==> src/ede_pkg.sv <==
`timescale 1ns / 1ps

package ede_pkg;

    typedef enum logic [1:0] {
        OP_LOAD   = 2'd0,
        OP_CMP    = 2'd1,
        OP_FINISH = 2'd2
    } t_op;

    typedef enum logic {
        ST_IDLE  = 1'b0,
        ST_DRAIN = 1'b1
    } t_state;

    // Control part of a token that travels along the cell chain.
    typedef struct packed {
        logic valid;
        logic finish;
    } t_tok_ctl;

endpackage

==> src/ede_cell.sv <==
`timescale 1ns / 1ps

module ede_cell import ede_pkg::*; #(
    parameter int CW  = 7,
    parameter int IDX = 1
) (
    input  logic          i_clk,
    input  logic          i_rst_n,
    input  logic          i_clear,
    input  logic          i_load_en,
    input  logic [CW-1:0] i_load_idx,
    input  logic [7:0]    i_load_sym,
    input  logic [CW-1:0] i_ref_cnt,
    input  t_tok_ctl      i_ctl,
    input  logic [7:0]    i_sym,
    input  logic [CW-1:0] i_left,
    input  logic [CW-1:0] i_diag,
    output t_tok_ctl      o_ctl,
    output logic [7:0]    o_sym,
    output logic [CW-1:0] o_left,
    output logic [CW-1:0] o_diag
);

    logic [7:0]    r_ref;
    logic [CW-1:0] r_cost;
    logic [CW-1:0] n_cost;
    t_tok_ctl      r_ctl;
    logic [7:0]    r_sym;
    logic [CW-1:0] r_left;
    logic [CW-1:0] r_diag;
    logic [CW-1:0] n_left;
    logic [CW-1:0] n_diag;
    logic          w_active;
    logic [CW:0]   w_up;
    logic [CW:0]   w_lf;
    logic [CW:0]   w_sub;
    logic [CW:0]   w_min;

    // Cells past the end of the reference string just pass tokens along.
    assign w_active = CW'(IDX) <= i_ref_cnt;

    always_comb begin
        w_up  = {1'b0, r_cost} + (CW+1)'(1);
        w_lf  = {1'b0, i_left} + (CW+1)'(1);
        w_sub = {1'b0, i_diag} + (CW+1)'(r_ref != i_sym);
        w_min = (w_up < w_lf) ? w_up : w_lf;
        if (w_sub < w_min) begin
            w_min = w_sub;
        end
    end

    always_comb begin
        n_cost = r_cost;
        n_left = i_left;
        n_diag = i_diag;
        if (i_ctl.valid && w_active) begin
            if (i_ctl.finish) begin
                n_left = r_cost;
            end else begin
                n_cost = CW'(w_min);
                n_left = CW'(w_min);
                n_diag = r_cost;
            end
        end
    end

    always_ff @(posedge i_clk) begin
        if (!i_rst_n || i_clear) begin
            r_cost <= CW'(IDX);
        end else begin
            r_cost <= n_cost;
        end
    end

    always_ff @(posedge i_clk) begin
        if (!i_rst_n) begin
            r_ctl <= '0;
        end else begin
            r_ctl <= i_ctl;
        end
    end

    always_ff @(posedge i_clk) begin
        if (i_load_en && (i_load_idx == CW'(IDX - 1))) begin
            r_ref <= i_load_sym;
        end
        r_sym  <= i_sym;
        r_left <= n_left;
        r_diag <= n_diag;
    end

    assign o_ctl  = r_ctl;
    assign o_sym  = r_sym;
    assign o_left = r_left;
    assign o_diag = r_diag;

endmodule

==> config.mk <==
export PLATFORM = sky130hd
export DESIGN_NAME = ede_cell
export DESIGN_NICKNAME = d
export VERILOG_FILES = /design/src/ede_pkg.sv /design/src/ede_cell.sv
export SDC_FILE = /design/constraint.sdc
export NUM_CORES = 1
export LEC_CHECK = 0
export BUFFER_PORTS_ARGS = -buffer_cell sky130_fd_sc_hd__buf_4
export CAP_MARGIN = 0
export CORE_MARGIN = 1.5
export CORE_UTILIZATION = 43
export DETAILED_ROUTE_END_ITERATION = 8
export HOLD_SLACK_MARGIN = 0.1
export PLACE_DENSITY = 0.72
export SLEW_MARGIN = 5
export SYNTH_ARGS = -nofsm -noshare
export SYNTH_HDL_FRONTEND = slang
export SYNTH_SLANG_ARGS = --single-unit
export TNS_END_PERCENT = 100
==> constraint.sdc <==
create_clock -name i_clk -period 3.68 [get_ports i_clk]
set_input_delay 0.184 -clock i_clk [delete_from_list [all_inputs] [get_ports i_clk]]
set_output_delay 0.184 -clock i_clk [all_outputs]
set_load 0.02 [all_outputs]
# Yosys cells after proc, flatten, opt, wreduce, memory -nomap -nowiden
# Cells that the tools add are included.
[totals]
mem_count = 0
rom_bits = 0
latch_bits = 0
ramBits = 0
reg_bits = 39
[classes]
bitwise_logic = 0
n_addsub = 3
n_div = 0
eq_ne = 1
n_mul = 0
n_reduce_logical = 5
n_shift = 0
muxes = 6
order_cmp = 3
[ops]
columns = ["cell", "count"]
rows = [
  ["2-to-1 mux 7 bit", 5],
  ["adder 7 x 1 -> 8 bit, second input constant", 2],
  ["less-than comparator 8 bit", 2],
  ["adder 7 x 1 -> 8 bit", 1],
  ["2-to-1 mux 8 bit", 1],
  ["!= test 8 bit", 1],
  ["less-or-equal comparator 1 x 7 -> 1 bit, first input constant", 1],
  ["zero test 7 bit", 1],
  ["logical AND 1 bit", 2],
  ["zero test 1 bit", 1],
  ["logical OR 1 bit", 1],
]

# Logic depth before layout (Yosys ltp)
[depth]
ltp_word = 7
ltp_mapped = 21

# Worst setup path after synthesis
# Ideal clock, no wire load.
[synth_path]
path_type = "reg-to-reg"
start = "register r_cost[0]"
end = "register r_cost[2]"
path_buffers = 1
required_time_ps = 3606
t_arrival_ps = 3873
slack_ps = -267
setup_ps = 74
path_stages_with_launch = 19
cell_sequence = "dfxtp_1 and3_2 nand3_2 nor2_1 ha_1 or2_2 o21a_1 a32oi_1 nor2_4 a21oi_1 inv_1 ha_1 a2111oi_0 nand2b_1 a31oi_1 a21oi_1 buf_6 or3b_1 a31oi_1"
[synth_via]
elab_chain_len = 6
[synth_rtl]
columns = ["element", "line_no", "rtl"]
rows = [
  ["start, declared", "ede_cell.sv:25", "logic [CW-1:0] r_cost;"],
  ["start signal, assigned", "ede_cell.sv:69", "r_cost <= CW'(IDX);"],
  ["start signal, assigned", "ede_cell.sv:71", "r_cost <= n_cost;"],
  ["adder 7 x 1 -> 8 bit (*)", "ede_cell.sv:43", "w_up = {1'b0, r_cost} + (CW+1)'(1);"],
  ["less-than comparator 8 bit", "ede_cell.sv:46", "w_min = (w_up < w_lf) ? w_up : w_lf;"],
  ["2-to-1 mux 8 bit (*)", "ede_cell.sv:46", ""],
  ["less-than comparator 8 bit", "ede_cell.sv:47", "if (w_sub < w_min) begin"],
  ["2-to-1 mux 7 bit (*)", "ede_cell.sv:47", ""],
  ["2-to-1 mux 7 bit (*)", "--", ""],
]
# Every way passes the cells marked *; elsewhere a longest branch is shown, timed or not.
# A chain may end at the register's enable or synchronous reset.

# Worst setup path after layout
[layout_path]
start = "register r_cost[0]"
end = "register r_cost[5]"
# Same word-level chain as after synthesis.

==> flow_summary.ini <==
[cells_and_area]
diodes = 0
fill_cells = 327
drive_gt1_share_pct = 49.38
fin_cells = 471
area_growth_pct = 75.66
final_area_um2 = 3928
nets = 467
final_core_util_pct = 77.39

[die]
io_pins = 74
die_w_um = 75.11
start_util_pct = 44.06
num_rows = 26
core_um2 = 5075
dieArea_um2 = 5642
die_y_um = 75.11

[synthesis]
netlist_instances = 253
yosys_most_used_dff = dfxtp_1
yosysSeqAreaShare_pct = 38.50
yosysUniqueCellTypes = 45
synth_edf_count = 8
syn_nets = 320
async_reset_ff_share_pct = 0
synth_warnings = 0
netlist_area_um2 = 2236
synth_area_per_cell_um2 = 8.838
ys_ff_latch = 39

[global_routing]
grt_pass1_wl_mm = 11.90
track_usage_pct = 28.57
antenna_found_initial = 0
use_met3_pct = 6.024
grt_use_met2_pct = 50.54
grt_overflow_total = 0
grt_pass1_vias = 2510
grt_max_degree = 20
grt_busiest_layer = met2
grt_use_met1_pct = 33.31

[detailed_routing]
wirelength_mm = 8.630
route.detailed.drc = 0
viasPerCell = 5.588
detail_route.wl_per_cell_um = 18.32
dr_total_vias = 2632
drt_pass1_iterations = 5
drtIter0Drc = 350
final_antenna_net_count = 0

[hold_path]
hp-class = input pin to flip-flop
min_to = o_ctl[0]
holdPathStages = 2
min_from = i_rst_n

[place]
portBuffers = 73
placed_cells = 425
post_dp_cell_area_um2 = 3163
gp_congestion = 0.8666
dp_hpwl_mm = 5.177

[run]
drv_cap = 0

[critical_path]
reg2regPathDepth = 18
start_kind = flip-flop
critical_path.endpoint_type = flip-flop
timing.rr.start = r_cost[0]
path_cells = and3_4 -> nand3_4 -> nor2_4 -> ha_4 -> or2_4 -> o21a_1 -> a32oi_2 -> nor2_4 -> a21oi_1 -> inv_1 -> ha_1 -> a21o_1 -> a21o_1 -> nand2b_4 -> a31oi_4 -> a21oi_4 -> mux2_2 -> a211oi_1
r2r-end = r_cost[5]
cp.required_ps = 3900
cp_top_family = compound AO/OA/AOI/OAI gates
worstPathArrival_ps = 4210
cp_max_fo = 8
reg2reg_slack_ps = -310
path_buf_inv = 1
cpPeakStageDelay_ps = 420
cpMaxStageDelayCell = mux2_2
critPathKind = flip-flop to flip-flop

[run_status]
status = finished, violations left
violations = setup timing

[timing]
timing.fmax_mhz = 250.4
max_slew_margin_pct = 15.39
worst_slack_ps = -314.0
setup_viol = 14
period_share_pct = 108.5
worst_pin_slew_ps = 1264
final-hold-violation-count = 0
rsz0062_at_grt = yes
fin_crit_ps = 3994
drv_slew = 0
fin_skew_ps = 8.471
holdWs_ps = 113.4
fin_tns_setup_ps = -3431

[clocking]
clk_pin_slew_worst_paths_ps = 90
clkSinkCount = 39
clk_latency_ps = 300
cts_made_buffers = 5
htree_num_levels = 2
cts_tree = yes
cts_root_buffer = clkbuf_8
clockBufferDepth = 2

[power]
p_leak_uw = 0.001737
power_density_nw_per_um2 = 304.3
ir_drop_mv = 0.2218
==> logic make-up after synthesis <==
kind of cell    synth area share, %
compound gates                14.21
xor+xnor                      9.010
fa+ha+maj                     9.513
buf+inv                       3.413
flops                         38.50
mux                           2.406
simple gates                  22.94
==> layout make-up <==
cell class / count / area, um^2 / share of cell area [%]
clock buffers: 6 / 93.84 / 2.389
clock inverters: 2 / 13.76 / 0.3504
flip-flops and latches: 39 / 874.6 / 22.27
repair buffers: 149 / 1172 / 29.85
multi-input cells: 196 / 1652 / 42.05
inverters: 9 / 33.78 / 0.8601
well taps: 70 / 87.58 / 2.230
==> per-layer routing <==
layer | vias up | share of wire, %
li1 | 1189 | -
met1 | 1253 | 39
met2 | 155 | 51
met3 | 35 | 6.0
met4 | 0 | 3.5
met5 | - | 0
==> power breakdown <==
| part | switching, uW | total (uW) | internal [uW] |
|---|---|---|---|
| sequential | 9.64 | 466 | 456 |
| clock | 163 | 337 | 175 |
| combinational | 190 | 392 | 202 |
| total | 363 | 1200 | 832 |
==> cell usage after synthesis, drive strengths merged, types with 7 or more instances <==
cell type	count	area share [%]
o21ai	7	1.6
xor2	15	5.9
nand3	19	4.5
clkbuf	7	1.2
a21oi	18	4.0
xnor2	8	3.1
nor2	16	3.0
edfxtp	8	11
inv	9	1.5
nand2	38	6.4
dfxtp	31	28
ha	17	9.5
==> how the worst max path moves through the flow <==
stage / startpoint / to / slack, ps / cells past startpoint
2_1_floorplan: r_cost[0] / r_cost[4] / -10 / 19
3_3_place_gp: r_cost[2] / r_cost[5] / -400 / 18
3_5_place_dp: i_left[0] / r_cost[5] / -590 / 20
4_1_cts: r_cost[1] / r_cost[4] / -180 / 18
5_1_grt: r_cost[0] / r_cost[5] / -450 / 18
6_report: r_cost[0] / r_cost[5] / -310 / 18
==> flip-flops by register name, summed over array words and instances (netlist names) <==
name and flops:
o_diag 7, o_sym 8, r_cost 7, o_left 7, o_ctl 2, r_ref 8
==> timing repair <==
item	4_1_cts	5_1_grt
endpoints found under the hold margin	17	0
hold buffers	17	0
pin swaps	9	21
setup buffers	10	11
gates cloned	0	0
resized for setup	35	31
setup endpoints to repair	14	14
==> through the flow <==
| stage | setup slack [ps] | total power [uW] |
|---|---|---|
| after CTS | -177.9 | 1137 |
| after global routing | -452.6 | 1235 |
| final | -314.0 | 1195 |
| after floorplan | -12.97 | 618.0 |
| after detailed placement | -585.0 | 755.3 |
| after global placement | -399.1 | 750.0 |
==> placed cells by master (no fill, tap or decap), types with 4 or more instances in the layout <==
master / n
buf_4: 129
nor2_1: 12
nand2_1: 38
xnor2_1: 6
a21oi_1: 14
ha_1: 11
edfxtp_1: 8
or3b_4: 4
nand3_1: 13
clkbuf_8: 5
ha_4: 5
inv_1: 8
xor2_1: 13
dlygate4sd3_1: 17
dfxtp_1: 26
Power figures use the tool's default switching activity.
